File: config.mk
export PLATFORM = sky130hd
export DESIGN_NAME = manchester_ask_modulator_flat
export DESIGN_NICKNAME = d
export VERILOG_FILES = /design/src/rtl/mam_pkg.sv /design/src/rtl/mam_if.sv /design/src/rtl/mam_front.sv /design/src/rtl/mam_back.sv /design/src/rtl/manchester_ask_modulator.sv /design/src/flat_wrapper.sv
export SDC_FILE = /design/constraint.sdc
export NUM_CORES = 1
export LEC_CHECK = 0
export ABC_AREA = 1
export BUFFER_PORTS_ARGS = -buffer_cell sky130_fd_sc_hd__buf_4
export CORE_MARGIN = 8
export CORE_UTILIZATION = 25
export CTS_CLUSTER_SIZE = 24
export DETAILED_ROUTE_END_ITERATION = 10
export SLEW_MARGIN = 20
export SYNTH_ARGS = -nofsm -noshare
export SYNTH_HDL_FRONTEND = slang
export SYNTH_SLANG_ARGS = --single-unit
File: constraint.sdc
create_clock -name clk_i -period 11.6 [get_ports clk_i]
set_input_delay 2.9 -clock clk_i [delete_from_list [all_inputs] [get_ports clk_i]]
set_output_delay 2.9 -clock clk_i [all_outputs]
set_load 0.05 [all_outputs]
File: src/rtl/mam_pkg.sv
// Shared types and constants of the Manchester ASK modulator.
package mam_pkg;

  // Kind of an accepted input beat
  typedef enum logic {
    OP_TICK = 1'b0,
    OP_BYTE = 1'b1
  } cmd_op_e;

  // Classified item handed from the front end to the back end
  typedef struct packed {
    cmd_op_e    op;
    logic [7:0] data;
  } cmd_t;

  localparam int unsigned CfgIdxW  = 3;
  localparam int unsigned CfgDataW = 16;

  typedef enum logic [CfgIdxW-1:0] {
    REG_COEF_CUR   = 3'd0,
    REG_COEF_PREV  = 3'd1,
    REG_START_CUR  = 3'd2,
    REG_START_PREV = 3'd3,
    REG_HALF_LEN   = 3'd4
  } cfg_reg_e;

  typedef struct packed {
    logic signed [7:0]  coef_cur;
    logic signed [7:0]  coef_prev;
    logic signed [15:0] start_cur;
    logic signed [15:0] start_prev;
    logic        [15:0] half_len;
  } cfg_t;

  localparam logic signed [7:0]  CoefCurRst   = 8'sd15;
  localparam logic signed [7:0]  CoefPrevRst  = -8'sd8;
  localparam logic signed [15:0] StartCurRst  = 16'sd31;
  localparam logic signed [15:0] StartPrevRst = -16'sd79;
  localparam logic        [15:0] HalfLenRst   = 16'd100;

  // Zero level of the unsigned sample stream
  localparam logic [7:0] SampleZero = 8'd128;

  // Front-end command queue
  localparam int unsigned QueueDepth = 2;
  localparam int unsigned QueuePtrW  = 1;
  localparam int unsigned QueueCntW  = 2;

endpackage

File: src/rtl/mam_if.sv
// Channel interfaces of the Manchester ASK modulator: input items, samples, register writes.
interface mam_in_if;
  logic       valid;
  logic       ready;
  logic       opcode;
  logic [7:0] byte_value;

  modport source (output valid, output opcode, output byte_value, input ready);
  modport sink   (input valid, input opcode, input byte_value, output ready);
endinterface

interface mam_out_if;
  logic       valid;
  logic       ready;
  logic [7:0] sample;
  logic       clock_level;
  logic       busy_res;

  modport source (output valid, output sample, output clock_level, output busy_res,
                  input ready);
  modport sink   (input valid, input sample, input clock_level, input busy_res,
                  output ready);
endinterface

interface mam_cfg_if;
  logic                         valid;
  logic                         ready;
  logic [mam_pkg::CfgIdxW-1:0]  index;
  logic [mam_pkg::CfgDataW-1:0] data;

  modport source (output valid, output index, output data, input ready);
  modport sink   (input valid, input index, input data, output ready);
endinterface

File: src/rtl/mam_front.sv
// Front end: accepts input beats, classifies them and queues them for the back end.
module mam_front (
  input  logic          clk_i,
  input  logic          rst_ni,
  mam_in_if.sink        in_chan_i,
  output logic          cmd_valid_o,
  output mam_pkg::cmd_t cmd_o,
  input  logic          cmd_ready_i
);

  mam_pkg::cmd_t                       queue_q [mam_pkg::QueueDepth];
  logic [mam_pkg::QueuePtrW-1:0]       wr_ptr_q, wr_ptr_d;
  logic [mam_pkg::QueuePtrW-1:0]       rd_ptr_q, rd_ptr_d;
  logic [mam_pkg::QueueCntW-1:0]       count_q, count_d;
  logic                                push, pop;
  mam_pkg::cmd_t                       cmd_in;

  assign in_chan_i.ready = (count_q != mam_pkg::QueueCntW'(mam_pkg::QueueDepth));
  assign push            = in_chan_i.valid && in_chan_i.ready;
  assign cmd_valid_o     = (count_q != '0);
  assign pop             = cmd_valid_o && cmd_ready_i;
  assign cmd_o           = queue_q[rd_ptr_q];

  always_comb begin
    cmd_in.op   = in_chan_i.opcode ? mam_pkg::OP_BYTE : mam_pkg::OP_TICK;
    cmd_in.data = in_chan_i.byte_value;
  end

  always_comb begin
    wr_ptr_d = push ? wr_ptr_q + 1'b1 : wr_ptr_q;
    rd_ptr_d = pop  ? rd_ptr_q + 1'b1 : rd_ptr_q;
    count_d  = count_q;
    if (push && !pop) begin
      count_d = count_q + 1'b1;
    end else if (pop && !push) begin
      count_d = count_q - 1'b1;
    end
  end

  always_ff @(posedge clk_i or negedge rst_ni) begin
    if (!rst_ni) begin
      wr_ptr_q <= '0;
      rd_ptr_q <= '0;
      count_q  <= '0;
    end else begin
      wr_ptr_q <= wr_ptr_d;
      rd_ptr_q <= rd_ptr_d;
      count_q  <= count_d;
    end
  end

  always_ff @(posedge clk_i) begin
    if (push) begin
      queue_q[wr_ptr_q] <= cmd_in;
    end
  end

endmodule

File: src/rtl/mam_back.sv
// Back end: frame sequencer, Manchester half-bit timer, resonator and output register.
module mam_back #(
  parameter int unsigned BITS_PER_CHAR = 8
) (
  input  logic          clk_i,
  input  logic          rst_ni,
  input  mam_pkg::cfg_t cfg_i,
  input  logic          cmd_valid_i,
  input  mam_pkg::cmd_t cmd_i,
  output logic          cmd_ready_o,
  output logic          out_valid_o,
  input  logic          out_ready_i,
  output logic [7:0]    sample_o,
  output logic          clock_level_o,
  output logic          busy_res_o
);

  localparam int unsigned BitsW = $clog2(BITS_PER_CHAR + 1);

  logic signed [15:0] osc_cur_q, osc_cur_d;
  logic signed [15:0] osc_prev_q, osc_prev_d;
  logic [15:0]        half_left_q, half_left_d;
  logic               carrier_q, carrier_d;
  logic               second_q, second_d;
  logic [BitsW-1:0]   bits_left_q, bits_left_d;
  logic [7:0]         shift_q, shift_d;
  logic               sending_q, sending_d;
  logic [7:0]         pend_byte_q, pend_byte_d;
  logic               pend_valid_q, pend_valid_d;
  logic               clk_lvl_q, clk_lvl_d;
  logic               out_valid_q, out_valid_d;
  logic [7:0]         sample_q;
  logic               busy_q;

  logic               cmd_take, tick_take;
  logic signed [23:0] prod_cur, prod_prev;
  logic signed [24:0] res_sum;
  logic [15:0]        res_new;
  logic [15:0]        half_dec;
  logic [4:0]         bit_idx;
  logic               data_bit;
  logic [7:0]         smp;

  assign cmd_ready_o = (cmd_i.op == mam_pkg::OP_BYTE) || !out_valid_q || out_ready_i;
  assign cmd_take    = cmd_valid_i && cmd_ready_o;
  assign tick_take   = cmd_take && (cmd_i.op == mam_pkg::OP_TICK);

  // Resonator: floor divide by eight of the weighted sum, wrapped to 16 bits
  assign prod_cur  = cfg_i.coef_cur * osc_cur_q;
  assign prod_prev = cfg_i.coef_prev * osc_prev_q;
  assign res_sum   = 25'(prod_cur) + 25'(prod_prev);
  assign res_new   = res_sum[18:3];

  assign half_dec  = half_left_q - 16'd1;
  assign bit_idx   = 5'(bits_left_q) - 5'd1;
  // Data bits past the eighth go out as zero
  assign data_bit  = (bit_idx < 5'd8) ? shift_q[bit_idx[2:0]] : 1'b0;

  always_comb begin
    osc_cur_d    = osc_cur_q;
    osc_prev_d   = osc_prev_q;
    half_left_d  = half_left_q;
    carrier_d    = carrier_q;
    second_d     = second_q;
    bits_left_d  = bits_left_q;
    shift_d      = shift_q;
    sending_d    = sending_q;
    pend_byte_d  = pend_byte_q;
    pend_valid_d = pend_valid_q;
    clk_lvl_d    = clk_lvl_q;
    smp          = mam_pkg::SampleZero;

    if (cmd_take && (cmd_i.op == mam_pkg::OP_BYTE)) begin
      if (!sending_q) begin
        shift_d     = cmd_i.data;
        sending_d   = 1'b1;
        bits_left_d = BitsW'(BITS_PER_CHAR);
        second_d    = 1'b0;
        carrier_d   = 1'b0;
        half_left_d = cfg_i.half_len;
        osc_cur_d   = '0;
        osc_prev_d  = '0;
      end else begin
        pend_byte_d  = cmd_i.data;
        pend_valid_d = 1'b1;
      end
    end else if (tick_take) begin
      if (sending_q) begin
        if (carrier_q) begin
          osc_prev_d = osc_cur_q;
          osc_cur_d  = res_new;
          smp        = res_new[7:0] + mam_pkg::SampleZero;
        end
        half_left_d = half_dec;
        if (half_dec == '0) begin
          if (!second_q) begin
            // Move to the second half with the carrier flipped
            second_d    = 1'b1;
            carrier_d   = !carrier_q;
            half_left_d = cfg_i.half_len;
            osc_cur_d   = !carrier_q ? cfg_i.start_cur : '0;
            osc_prev_d  = !carrier_q ? cfg_i.start_prev : '0;
          end else if (bits_left_q != '0) begin
            // Next data bit: a one opens with a low half
            second_d    = 1'b0;
            bits_left_d = bits_left_q - 1'b1;
            carrier_d   = !data_bit;
            half_left_d = cfg_i.half_len;
            osc_cur_d   = !data_bit ? cfg_i.start_cur : '0;
            osc_prev_d  = !data_bit ? cfg_i.start_prev : '0;
          end else begin
            // End of frame: drop to idle, or chain the pending byte at once
            second_d    = 1'b0;
            sending_d   = 1'b0;
            carrier_d   = 1'b0;
            osc_cur_d   = '0;
            osc_prev_d  = '0;
            half_left_d = '0;
            if (pend_valid_q) begin
              pend_valid_d = 1'b0;
              shift_d      = pend_byte_q;
              sending_d    = 1'b1;
              bits_left_d  = BitsW'(BITS_PER_CHAR);
              half_left_d  = cfg_i.half_len;
            end
          end
        end
      end
      clk_lvl_d = !clk_lvl_q;
    end
  end

  assign out_valid_d = tick_take || (out_valid_q && !out_ready_i);

  always_ff @(posedge clk_i or negedge rst_ni) begin
    if (!rst_ni) begin
      osc_cur_q    <= '0;
      osc_prev_q   <= '0;
      half_left_q  <= '0;
      carrier_q    <= 1'b0;
      second_q     <= 1'b0;
      bits_left_q  <= '0;
      shift_q      <= '0;
      sending_q    <= 1'b0;
      pend_byte_q  <= '0;
      pend_valid_q <= 1'b0;
      clk_lvl_q    <= 1'b0;
      out_valid_q  <= 1'b0;
    end else begin
      osc_cur_q    <= osc_cur_d;
      osc_prev_q   <= osc_prev_d;
      half_left_q  <= half_left_d;
      carrier_q    <= carrier_d;
      second_q     <= second_d;
      bits_left_q  <= bits_left_d;
      shift_q      <= shift_d;
      sending_q    <= sending_d;
      pend_byte_q  <= pend_byte_d;
      pend_valid_q <= pend_valid_d;
      clk_lvl_q    <= clk_lvl_d;
      out_valid_q  <= out_valid_d;
    end
  end

  always_ff @(posedge clk_i) begin
    if (tick_take) begin
      sample_q <= smp;
      busy_q   <= sending_q;
    end
  end

  assign out_valid_o   = out_valid_q;
  assign sample_o      = sample_q;
  assign clock_level_o = clk_lvl_q;
  assign busy_res_o    = busy_q;

  a_idle_no_carrier: assert property (@(posedge clk_i) disable iff (!rst_ni)
    !sending_q |-> (!carrier_q && !pend_valid_q))
    else $error("carrier or pending byte while idle");

  a_idle_tick_zero: assert property (@(posedge clk_i) disable iff (!rst_ni)
    (tick_take && !sending_q) |=> (sample_q == mam_pkg::SampleZero && !busy_q))
    else $error("idle tick gave a non-zero sample");

  a_clock_toggles: assert property (@(posedge clk_i) disable iff (!rst_ni)
    tick_take |=> (clk_lvl_q != $past(clk_lvl_q)))
    else $error("clock level did not toggle on a tick");

  a_bits_bound: assert property (@(posedge clk_i) disable iff (!rst_ni)
    bits_left_q <= BitsW'(BITS_PER_CHAR))
    else $error("bit counter beyond frame length");

endmodule

File: src/rtl/manchester_ask_modulator.sv
// Top level of the Manchester ASK modulator: register file, front end and back end.
// Each input beat is either a byte to send or a sample tick; every tick yields one sample
// beat, a byte yields none. One beat is taken per clock cycle in sustained operation while
// the output is not stalled: the limit is the resonator in the back end, which does one
// update (two 8x16 multiplies and an add) per cycle, and each tick's state feeds the next.
// A tick passes through the two-entry command queue and then the output register before
// its sample beat appears. Register writes are taken at any time but must only be issued
// while no beat is outstanding; unknown register indexes are ignored.
module manchester_ask_modulator #(
  parameter int unsigned BITS_PER_CHAR = 8
) (
  input  logic      clk_i,
  input  logic      rst_ni,
  mam_in_if.sink    in_chan_i,
  mam_out_if.source out_chan_o,
  mam_cfg_if.sink   cfg_chan_i
);

  mam_pkg::cfg_t cfg_q;
  mam_pkg::cmd_t cmd;
  logic          cmd_valid, cmd_ready;

  assign cfg_chan_i.ready = 1'b1;

  always_ff @(posedge clk_i or negedge rst_ni) begin
    if (!rst_ni) begin
      cfg_q.coef_cur   <= mam_pkg::CoefCurRst;
      cfg_q.coef_prev  <= mam_pkg::CoefPrevRst;
      cfg_q.start_cur  <= mam_pkg::StartCurRst;
      cfg_q.start_prev <= mam_pkg::StartPrevRst;
      cfg_q.half_len   <= mam_pkg::HalfLenRst;
    end else if (cfg_chan_i.valid) begin
      case (cfg_chan_i.index)
        mam_pkg::REG_COEF_CUR:   cfg_q.coef_cur   <= cfg_chan_i.data[7:0];
        mam_pkg::REG_COEF_PREV:  cfg_q.coef_prev  <= cfg_chan_i.data[7:0];
        mam_pkg::REG_START_CUR:  cfg_q.start_cur  <= cfg_chan_i.data;
        mam_pkg::REG_START_PREV: cfg_q.start_prev <= cfg_chan_i.data;
        mam_pkg::REG_HALF_LEN:   cfg_q.half_len   <= cfg_chan_i.data;
        default: begin
        end
      endcase
    end
  end

  mam_front u_front (
    .clk_i       (clk_i),
    .rst_ni      (rst_ni),
    .in_chan_i   (in_chan_i),
    .cmd_valid_o (cmd_valid),
    .cmd_o       (cmd),
    .cmd_ready_i (cmd_ready)
  );

  mam_back #(
    .BITS_PER_CHAR (BITS_PER_CHAR)
  ) u_back (
    .clk_i         (clk_i),
    .rst_ni        (rst_ni),
    .cfg_i         (cfg_q),
    .cmd_valid_i   (cmd_valid),
    .cmd_i         (cmd),
    .cmd_ready_o   (cmd_ready),
    .out_valid_o   (out_chan_o.valid),
    .out_ready_i   (out_chan_o.ready),
    .sample_o      (out_chan_o.sample),
    .clock_level_o (out_chan_o.clock_level),
    .busy_res_o    (out_chan_o.busy_res)
  );

endmodule

File: src/flat_wrapper.sv
// flat-port wrapper written by rule: the top's interface ports become plain ports
module manchester_ask_modulator_flat 
#(
  parameter int unsigned BITS_PER_CHAR = 8
)
  (clk_i, rst_ni, in_chan_i_valid, in_chan_i_opcode, in_chan_i_byte_value, in_chan_i_ready, out_chan_o_valid, out_chan_o_sample, out_chan_o_clock_level, out_chan_o_busy_res, out_chan_o_ready, cfg_chan_i_valid, cfg_chan_i_index, cfg_chan_i_data, cfg_chan_i_ready);
  mam_in_if in_chan_i_i ();
  mam_out_if out_chan_o_i ();
  mam_cfg_if cfg_chan_i_i ();
  input  logic clk_i;
  input  logic rst_ni;
  input wire logic [$bits(in_chan_i_i.valid)-1:0] in_chan_i_valid;
  input wire logic [$bits(in_chan_i_i.opcode)-1:0] in_chan_i_opcode;
  input wire logic [$bits(in_chan_i_i.byte_value)-1:0] in_chan_i_byte_value;
  output wire logic [$bits(in_chan_i_i.ready)-1:0] in_chan_i_ready;
  output wire logic [$bits(out_chan_o_i.valid)-1:0] out_chan_o_valid;
  output wire logic [$bits(out_chan_o_i.sample)-1:0] out_chan_o_sample;
  output wire logic [$bits(out_chan_o_i.clock_level)-1:0] out_chan_o_clock_level;
  output wire logic [$bits(out_chan_o_i.busy_res)-1:0] out_chan_o_busy_res;
  input wire logic [$bits(out_chan_o_i.ready)-1:0] out_chan_o_ready;
  input wire logic [$bits(cfg_chan_i_i.valid)-1:0] cfg_chan_i_valid;
  input wire logic [$bits(cfg_chan_i_i.index)-1:0] cfg_chan_i_index;
  input wire logic [$bits(cfg_chan_i_i.data)-1:0] cfg_chan_i_data;
  output wire logic [$bits(cfg_chan_i_i.ready)-1:0] cfg_chan_i_ready;
  assign in_chan_i_i.valid = in_chan_i_valid;
  assign in_chan_i_i.opcode = in_chan_i_opcode;
  assign in_chan_i_i.byte_value = in_chan_i_byte_value;
  assign in_chan_i_ready = in_chan_i_i.ready;
  assign out_chan_o_valid = out_chan_o_i.valid;
  assign out_chan_o_sample = out_chan_o_i.sample;
  assign out_chan_o_clock_level = out_chan_o_i.clock_level;
  assign out_chan_o_busy_res = out_chan_o_i.busy_res;
  assign out_chan_o_i.ready = out_chan_o_ready;
  assign cfg_chan_i_i.valid = cfg_chan_i_valid;
  assign cfg_chan_i_i.index = cfg_chan_i_index;
  assign cfg_chan_i_i.data = cfg_chan_i_data;
  assign cfg_chan_i_ready = cfg_chan_i_i.ready;
  manchester_ask_modulator #(.BITS_PER_CHAR(BITS_PER_CHAR)) u_core (.clk_i(clk_i), .rst_ni(rst_ni), .in_chan_i(in_chan_i_i), .out_chan_o(out_chan_o_i), .cfg_chan_i(cfg_chan_i_i));
endmodule
* Yosys cells after proc, flatten, opt, wreduce, memory -nomap -nowiden
Memory sizes are Yosys's and may differ from the RTL's.
Index checks and enable logic that the tools add are counted.
** Storage, ports and cells
- Word-level logic and storage cells :: 169
- Bits in registers :: 151
- Bits in latches :: 0
- RAM bits :: 18
- Memories :: 1
- Output and inout bits :: 13
- Input port bits :: 33
- Bits in read-only memories :: 0
** Memory list
- u_core.u_front.queue_q :: depth 2, bits a word 9, rd ports 1, clocked after memory_dff 0, write ports 1, line mam_front.sv:11 : mam_pkg::cmd_t queue_q [mam_pkg::QueueDepth];
** Operators by class
- Div/mod/pow operators :: 0
- Shifts and indexed selects :: 0
- Reductions and logical operators :: 43
- Bitwise gates (word level) :: 4
- Muxes and demuxes :: 77
- $mul :: 2
- Magnitude comparators :: 2
- Add/sub/neg operators :: 9
- Equal/unequal tests :: 9
** Operators with widths (number)
- $mux W16 :: 27
- $mux W8 :: 8
- $mul A8 B16 Y19 :: 2
- $mux W4 :: 8
- $mux W1 :: 31
- $add A19 B19 Y19 :: 1
- $logic_not A16 Y1 :: 1
- $sub A16 B1 Y16 const B :: 1
- $reduce_and A2 Y1 :: 7
- $reduce_bool A2 Y1 :: 7
- $reduce_and A6 Y1 :: 2
- $ne A2 B2 Y1 const B :: 5
- $add A8 B8 Y8 const B :: 1
- $reduce_and A4 Y1 :: 2
- $logic_and A1 B1 Y1 :: 7
- $logic_not A1 Y1 :: 7
- $reduce_and A7 Y1 :: 1
- $eq A3 B2 Y1 const B :: 2
- $reduce_bool A3 Y1 :: 2
- $lt A5 B4 Y1 const B :: 1
- $sub A4 B1 Y5 const B :: 1
- $lt A3 B4 Y1 const B :: 1
- $mux W2 :: 2
- $not A1 Y1 :: 4
- other kinds (12) :: 15

* Logic depth before layout (Yosys ltp)
Gate-level depths: netlist (run 1).
- Word-level depth :: 11
- Mapped depth :: 29
- Mapped depth without buffers :: 27

* Cells and area by module
From an unflattened synthesis (run 1), not the netlist that was laid out.
** Second synthesis, totals
- Cell total of the unflattened synthesis :: 2141
- Area, all modules :: 16229.3 µm²
** By module, submodules not included
- mam_back :: cells each 1778, times used 1, area an instance 12738.5 µm², sequential area each 2122.0 µm²
- manchester_ask_modulator :: cells each 288, times used 1, area an instance 2598.7 µm², sequential area each 1637.8 µm²
- mam_front :: cells each 75, times used 1, area an instance 892.1 µm², sequential area each 640.6 µm²

* Least setup slack after synthesis (run 1)
OpenSTA, ideal clock, no wires.
- Path kind :: flip-flop to flip-flop
- Start :: reg u_core.cfg_q[57] (netlist bit)
- End :: reg u_core.u_back.osc_cur_q[13]
- Setup time :: 0.121 ns
- Path buffers :: 2
- Arrival time :: 5.511 ns
- Setup slack :: 5.969 ns
- Required time :: 11.479 ns
- Cell stages (with the launch flop) :: 26
- Clock period less this slack :: 5.631 ns
- Cell sequence :: dfstp_2 clkbuf_1 clkbuf_1 nand2_1 fa_1 inv_1 fa_1 inv_1 fa_1 inv_1 fa_1 fa_1 inv_1 fa_1 inv_1 ha_1 nand2_1 nor2_1 nand3_1 nand3_1 nand2_1 and2_1 xor2_1 nand2_1 nand3_1 o21ai_1
** Between the ends
- Cells in the longest elaborated chain, start to end :: 7
** RTL lines
- from (decl) :: line manchester_ask_modulator.sv:19 : mam_pkg::cfg_t cfg_q;
- $mul A8 B16 Y19 :: line mam_back.sv:49 : assign prod_cur = cfg_i.coef_cur * osc_cur_q;
- $add A19 B19 Y19 :: line mam_back.sv:51 : assign res_sum = 25'(prod_cur) + 25'(prod_prev);
- $mux W16 :: line mam_back.sv:89 : if (carrier_q) begin
- $mux W16 :: line mam_back.sv:95 : if (half_dec == '0) begin
- $mux W16 :: line mam_back.sv:88 : if (sending_q) begin
- $mux W16 :: line mam_back.sv:87 : end else if (tick_take) begin
- $mux W16 :: line mam_back.sv:73 : if (cmd_take && (cmd_i.op == mam_pkg::OP_BYTE)) begin
- to (signal assigned) :: line mam_back.sv:150 : osc_cur_q <= osc_cur_d;
- to (decl) :: line mam_back.sv:20 : logic signed [15:0] osc_cur_q, osc_cur_d;
No other way between the ends. The select of a mux whose other input is x is not followed.
A chain may end at the register's enable or synchronous reset.

* Worst setup path after layout (run 1)
- Start :: reg u_core.cfg_q[57] (netlist bit)
- End :: reg u_core.u_back.osc_cur_q[12]
Same word-level chain as after synthesis.

==> impl_metrics.py, run 1 <==
metrics = {
    "placed_design": {
        "portBuffers": 44,
        "hpwl_um": 31000,
        "place_ws_ns": 5.72,
        "place_congestion": 0.906,
        "place_area_um2": 17000,
    },
    "setup_path": {
        "crit_type": "reg2reg",
        "reg2reg_slack_ns": 5.69,
        "cp_slowest_cell": "dfstp_2",
        "cp-end-kind": "register",
        "crit_start": "u_core.cfg_q[57]",
        "worstReg2RegEnd": "u_core.u_back.osc_cur_q[12]",
        "worstPathCellList": "nand2_1 > fa_1 > inv_1 > fa_1 > inv_1 > fa_1 > inv_1 > fa_1 > fa_1 > inv_1 > fa_1 > inv_1 > ha_1 > nand2_1 > nor2_1 > a211oi_1 > a21oi_1 > nand3b_1 > nand3_1 > o21ai_1",
        "crit_path_end": "u_core.u_back.osc_cur_q[12]",
        "rr_startpoint": "u_core.cfg_q[57]",
        "crit_fanout": 17,
        "crit_arrival_ns": 6.20,
        "startpoint_type": "register",
        "reg2reg_depth": 20,
        "cpPeakStageDelay_ns": 0.84,
        "crit_top_cell": "fa_1",
        "worstPathRequired_ns": 11.89,
    },
    "cells_and_area": {
        "drive_gt1_share_pct": 7.28,
        "area_growth_syn_to_layout_pct": 10.2,
        "num_antenna_cells": 0,
        "final_cell_area_um2": 17600,
        "nets": 2346,
        "num-fill-cells": 6834,
    },
    "yosys": {
        "synth-edff-count": 27,
        "yosysWarnings": 0,
        "synth.area.top_cells": "fa_1 (23%), dfrtp_1 (18%), nand2_1 (16%)",
        "ys_ff_latch": 169,
        "syn-cell-area_um2": 16000,
        "synthArstFlopShare_pct": 84.0,
        "synth_cell_types": 41,
        "synthCells": 2086,
        "syn-num-nets": 2371,
        "ys.flop_type": "dfrtp_1",
        "synth.yosys.seq_area_share_pct": 27.5,
        "syn_area_per_cell_um2": 7.67,
        "yosys.area.top_type": "fa_1",
        "synth_top_area_share_pct": 23.3,
    },
    "global_routing": {
        "overflow": 0,
        "globalRouteTotalUtil_pct": 11.7,
        "grt_pass1_vias": 12832,
        "antenna_found_initial": 0,
        "grt_pass1_wl_um": 68000,
        "grt_max_degree": 73,
    },
    "clock_network": {
        "ctsHtreeMaxLevel": 4,
        "cts_buffers": 17,
        "cts_tree": "yes",
        "cts_setup_buffers": 0,
        "path_clk_slew_ns": 0.07,
        "cts-root-buf": "clkbuf_16",
        "cts.hold.buffers_added": 0,
        "cts.sinks": 169,
        "cts_resized": 0,
        "clk_latency_ns": 0.43,
        "clockBufferDepth": 2,
    },
    "timing": {
        "tns_ns": 0,
        "max_slew_margin_pct": 31.0,
        "min_period_over_period_pct": 51.0,
        "setup_viol": 0,
        "rsz0062_at_grt": "no",
        "fin_skew_ns": 0.0112,
        "worst_slack_ns": 5.69,
        "hold_viol_final": 0,
        "tightest_slew_ns": 1.03,
        "fmaxAchievable_ghz": 0.169,
        "slew_viol_final": 0,
        "fin_crit_ns": 5.91,
    },
    "detailed_routing": {
        "firstDrtPassIters": 5,
        "drcViolationCount": 0,
        "dr.first_iter.drc_count": 854,
        "wire_per_inst_um": 13.9,
        "vias": 12435,
        "wl_um": 40600,
        "ant_nets": 0,
        "viasPerCell": 4.26,
    },
    "floorplan": {
        "std_cell_rows": 92,
        "io_pins": 46,
        "start_util_pct": 25.3,
        "die_w_um": 269,
        "die_h_um": 269,
        "die_area_um2": 72300,
        "coreArea_um2": 63200,
    },
    "outcome": {
        "status": "completed",
    },
    "hold_path": {
        "hp-class": "reg2reg",
    },
    "flow_run": {
        "maxCapViolCount": 0,
    },
}
## cells by family after synthesis
logic type | after synthesis | synth area share (%)
xor+xnor | 29 | 1.64
buf+inv | 561 | 13.7
other cells | 1 | 0.0234
simple gates | 886 | 22.1
compound gates | 188 | 6.53
flops | 169 | 27.5
fa+ha+maj | 252 | 28.4
## sequential cells by signal, indices dropped and copies added, names as in the netlist
signal / count
u_core.cfg_q: 64
u_core.u_front.queue_q: 18
u_core.u_back.half_left_q: 16
u_core.u_back.osc_cur_q: 16
u_core.u_back.osc_prev_q: 16
u_core.u_back.pend_byte_q: 8
u_core.u_back.sample_o: 8
u_core.u_back.shift_q: 8
u_core.u_back.bits_left_q: 4
u_core.u_front.count_q: 2
u_core.u_back.busy_res_o: 1
u_core.u_back.carrier_q: 1
u_core.u_back.clock_level_o: 1
u_core.u_back.out_valid_o: 1
u_core.u_back.pend_valid_q: 1
u_core.u_back.second_q: 1
u_core.u_back.sending_q: 1
u_core.u_front.rd_ptr_q: 1
u_core.u_front.wr_ptr_q: 1
## how the worst min path moves through the flow
stage                                 startpoint                            to  cells after the start  slack [ns]
detailed placement   u_core.u_back.clock_level_o   u_core.u_back.clock_level_o                      1        0.47
global placement        u_core.u_back.shift_q[1]      u_core.u_back.shift_q[1]                      2        0.47
global route                    u_core.cfg_q[44]              u_core.cfg_q[44]                      2        0.51
finish               u_core.u_back.clock_level_o   u_core.u_back.clock_level_o                      1        0.48
floorplan           u_core.u_back.bits_left_q[1]  u_core.u_back.bits_left_q[1]                      2        0.45
CTS                  u_core.u_back.clock_level_o   u_core.u_back.clock_level_o                      1        0.48
## Yosys cell counts (2+ instances only)
| cell type | count |
|---|---|
| nand2_1 | 661 |
| o21ai_2 | 14 |
| o21ai_1 | 8 |
| o21bai_1 | 3 |
| nand3_1 | 81 |
| xnor2_1 | 14 |
| a21oi_1 | 40 |
| dfrtp_1 | 113 |
| nor3_1 | 5 |
| inv_1 | 464 |
| buf_6 | 8 |
| nor2_1 | 105 |
| buf_2 | 11 |
| o21ai_0 | 113 |
| ha_1 | 66 |
| nor2_2 | 4 |
| xor2_1 | 14 |
| nand3b_1 | 5 |
| nand2_2 | 6 |
| a21o_1 | 3 |
| fa_1 | 186 |
| a211oi_1 | 2 |
| o21bai_2 | 2 |
| buf_4 | 4 |
| dfstp_2 | 29 |
| or2_2 | 5 |
| clkbuf_1 | 71 |
| nor2_4 | 2 |
| edfxtp_1 | 27 |
| nand4_1 | 9 |
## per-layer routing
layer  track usage, %  vias up  part of all wire [%]
li1                 -     6099                     -
met1             15.4     6000                    46
met2             19.8      283                    47
met3             1.71       53                   4.7
met4             3.55        0                   2.7
met5                0        -                     0
## critical path, delay by kind of cell (launching register included)
kind | cells | cell delay [ns]
and+or+nand+nor | 5 | 0.75
adders and majority gates | 7 | 3.39
AOI/OAI and AO/OA | 3 | 0.53
DFF | 1 | 0.84
buffers and inverters | 5 | 0.27
## through the flow
step	utilization, %	hold slack [ns]	std cells
after CTS	27.9	0.484	2920
final	27.9	0.477	2920
after global placement	26.9	0.466	2887
after detailed placement	26.9	0.472	2888
after floorplan	-	0.449	2086
after global routing	27.9	0.510	2920
## layout by cell type, fill, tap and decap left out, types with 27 or more instances in the layout
cell type	instances
nor2_1	105
dfrtp_1	113
edfxtp_1	27
dfstp_2	29
nand3_1	80
fa_1	186
inv_1	463
ha_1	66
o21ai_0	113
nand2_1	661
a21oi_1	40
buf_4	48
## area by class of cell
type	instances	area, um2	share of cell area [%]
multi-input cells	1356	9410	53.4
flip-flops and latches	169	4400	25.0
inverters	467	1750	9.96
well taps	846	1060	6.01
clock buffers	18	439	2.49
repair buffers	50	399	2.27
clock inverters	14	159	0.902
Power of run 1 is left out: the tool's default activity adds up to more than one toggle a clock period on the data nets, which glitch-free logic cannot reach.
==> inputs of run 2 (changes only) <==
ABC_AREA = 0   (was 1)
clock period = 5.15 ns   (was 11.6 ns; I/O delays follow)
==> impl_metrics.py, run 2 <==
metrics = {
    "yosys": {
        "syn-cell-area_um2": 15100,
        "syn_area_per_cell_um2": 9.84,
        "synth.yosys.seq_area_share_pct": 29.2,
        "synth.most_common_cell": "inv_1",
        "yosysWarnings": 0,
        "syn-num-nets": 1816,
        "synth_common_cells": "inv_1 (251), fa_1 (186), nand2_1 (160)",
        "synthCells": 1531,
        "synth_top_area_share_pct": 24.7,
        "synth.area.top_cells": "fa_1 (25%), dfrtp_1 (19%), inv_1 (6.3%)",
        "synth_cell_types": 69,
        "ys.flop_type": "dfrtp_1",
        "synth-edff-count": 27,
        "ys_ff_latch": 169,
        "yosys.area.top_type": "fa_1",
        "synthArstFlopShare_pct": 84.0,
    },
    "detailed_routing": {
        "drcViolationCount": 0,
        "firstDrtPassIters": 5,
        "wl_um": 38800,
        "vias": 10984,
        "dr.first_iter.drc_count": 561,
        "wire_per_inst_um": 15.7,
        "viasPerCell": 4.43,
        "ant_nets": 0,
    },
    "timing": {
        "hold_viol_final": 0,
        "setup_viol": 16,
        "tightest_slew_ns": 0.985,
        "worst_slack_ns": -0.535,
        "rsz0062_at_grt": "yes",
        "fin_skew_ns": 0.0103,
        "tns_ns": -5.68,
        "min_period_over_period_pct": 110,
        "slew_viol_final": 0,
        "fmaxAchievable_ghz": 0.176,
        "fin_crit_ns": 5.69,
        "max_slew_margin_pct": 34.3,
    },
    "hold_path": {
        "hold-path-cell-count": 1,
        "hold_end": "u_core.u_back.clock_level_o",
        "min-delay-start": "u_core.u_back.clock_level_o",
        "hp-class": "reg2reg",
    },
    "clock_network": {
        "cts.hold.buffers_added": 0,
        "cts-root-buf": "clkbuf_16",
        "cts_buffers": 17,
        "path_clk_slew_ns": 0.08,
        "cts_tree": "yes",
        "cts.sinks": 169,
        "clockBufferDepth": 2,
        "clk_latency_ns": 0.44,
        "ctsHtreeMaxLevel": 4,
    },
    "cells_and_area": {
        "largestRegisters": "u_core.cfg_q (64), u_core.u_front.queue_q (18)",
        "area_growth_syn_to_layout_pct": 23.1,
        "num-fill-cells": 6108,
        "regArea_um2": 4410,
        "stdcell_count": 2477,
        "drive_gt1_share_pct": 27.2,
        "nets": 1967,
        "most-common-layout-cells": "inv_1 (242), buf_4 (195), fa_1 (181), nand2_1 (150), dfrtp_1 (103)",
        "multiInputGateArea_um2": 9920,
        "num_antenna_cells": 0,
        "largest_register": "u_core.cfg_q",
        "final_common_cell": "inv_1",
        "largest_reg_flops": 64,
    },
    "flow_run": {
        "maxCapViolCount": 0,
    },
    "placed_design": {
        "hpwl_um": 31200,
        "place_inst": 2420,
        "portBuffers": 44,
        "place_congestion": 0.869,
    },
    "global_routing": {
        "grt_pass1_wl_um": 63700,
        "globalRouteTotalUtil_pct": 11.6,
        "antenna_found_initial": 0,
        "grt_pass1_vias": 11941,
        "overflow": 0,
        "grt_max_degree": 100,
    },
    "floorplan": {
        "std_cell_rows": 90,
        "io_pins": 46,
        "die_w_um": 262,
        "coreArea_um2": 60000,
        "die_h_um": 262,
        "start_util_pct": 25.1,
        "die_area_um2": 68400,
    },
    "setup_path": {
        "worstPathRequired_ns": 5.49,
        "crit_family": "adder cells",
        "worstPathCellList": "buf_4 > nand2_1 > fa_1 > fa_1 > inv_1 > fa_1 > fa_1 > fa_1 > inv_1 > fa_1 > inv_2 > ha_4 > and3_4 > o21ai_4 > a41oi_4 > buf_6 > nor2_4 > a21oi_4 > a211oi_2 > xnor2_1 > a221oi_1",
        "crit_fanout": 5,
        "crit_buf_inv": 5,
        "cp-end-kind": "register",
        "crit_type": "reg2reg",
        "crit_top_cell": "fa_1",
        "cp.depth": 21,
        "cp_slowest_cell": "dfstp_2",
        "startpoint_type": "register",
        "reg2reg_slack_ns": -0.54,
        "rr_startpoint": "u_core.cfg_q[58]",
        "crit_arrival_ns": 6.03,
        "worstReg2RegEnd": "u_core.u_back.osc_cur_q[15]",
        "reg2reg_depth": 21,
        "cpPeakStageDelay_ns": 0.58,
    },
    "outcome": {
        "status": "finished with violations",
        "failed_checks": "negative setup slack",
    },
}
==> run 2: per-stage QoR <==
step	instance area (um2)	hold WS [ns]	util, %	setup WS [ns]
6_report	18500	0.476	30.9	-0.535
5_1_grt	18500	0.488	30.9	-0.705
4_1_cts	18200	0.480	30.3	-0.480
3_5_place_dp	17400	0.467	28.9	-0.598
3_3_place_gp	17400	0.459	28.9	-0.524
2_1_floorplan	15300	0.461	-	-0.153
==> run 2: timing repair <==
action	CTS	global route
endpoints found under the setup margin	16	20
buffers inserted	13	12
gates resized for setup	31	57
pin swaps	20	25
==> run 2: worst max-delay path by stage <==
stage / from / to / slack (ns)
floorplan: u_core.cfg_q[59] / u_core.u_back.osc_cur_q[11] / -0.15
global placement: u_core.cfg_q[60] / u_core.u_back.osc_cur_q[14] / -0.52
detailed placement: u_core.cfg_q[60] / u_core.u_back.osc_cur_q[15] / -0.60
CTS: u_core.cfg_q[62] / u_core.u_back.osc_cur_q[11] / -0.48
global route: u_core.u_back.osc_cur_q[4] / u_core.u_back.osc_cur_q[12] / -0.70
finish: u_core.cfg_q[58] / u_core.u_back.osc_cur_q[15] / -0.54
==> run 2: routing by layer <==
metal / routed length (um) / up-vias / GRT usage (%) / part of all wire, %
met1: 17100 / 5609 / 15.0 / 44
li1: - / 5149 / - / -
met3: 1350 / 41 / 1.78 / 3.5
met2: 19800 / 185 / 20.4 / 51
met4: 536 / 0 / 2.72 / 1.4
met5: 0 / - / 0 / 0
==> run 2: layout make-up <==
type                       instances  area share (%)
multi-input combinational       1031            53.5
sequential                       169            23.8
timing repair buffer             210            8.99
tap                              782            5.28
inverter                         253            5.13
clock buffer                      17            2.29
clock inverter                    15            1.05
==> run 2: logic make-up (layout without fill, tap and decap cells) <==
kind of cell | Yosys count | count (layout) | share of synthesized area [%]
mux | 85 | 85 | 6.42
buf+inv | 331 | 495 | 8.44
other cells | 1 | 1 | 0.0249
xor+xnor | 50 | 50 | 2.91
simple gates | 434 | 434 | 14.3
compound gates | 209 | 209 | 8.53
flops | 169 | 169 | 29.2
fa+ha+maj | 252 | 252 | 30.2
==> run 2: worst register-to-register path, delay by kind of cell (launching register included) <==
kind | cells | cell delay, ns
AO/OA/AOI/OAI | 5 | 0.81
XOR/XNOR | 1 | 0.09
adder cells (fa/ha/maj) | 7 | 3.24
buffers and inverters | 5 | 0.44
flip-flops | 1 | 0.58
AND/OR/NAND/NOR | 3 | 0.42
Power of run 2 is left out for the same reason.
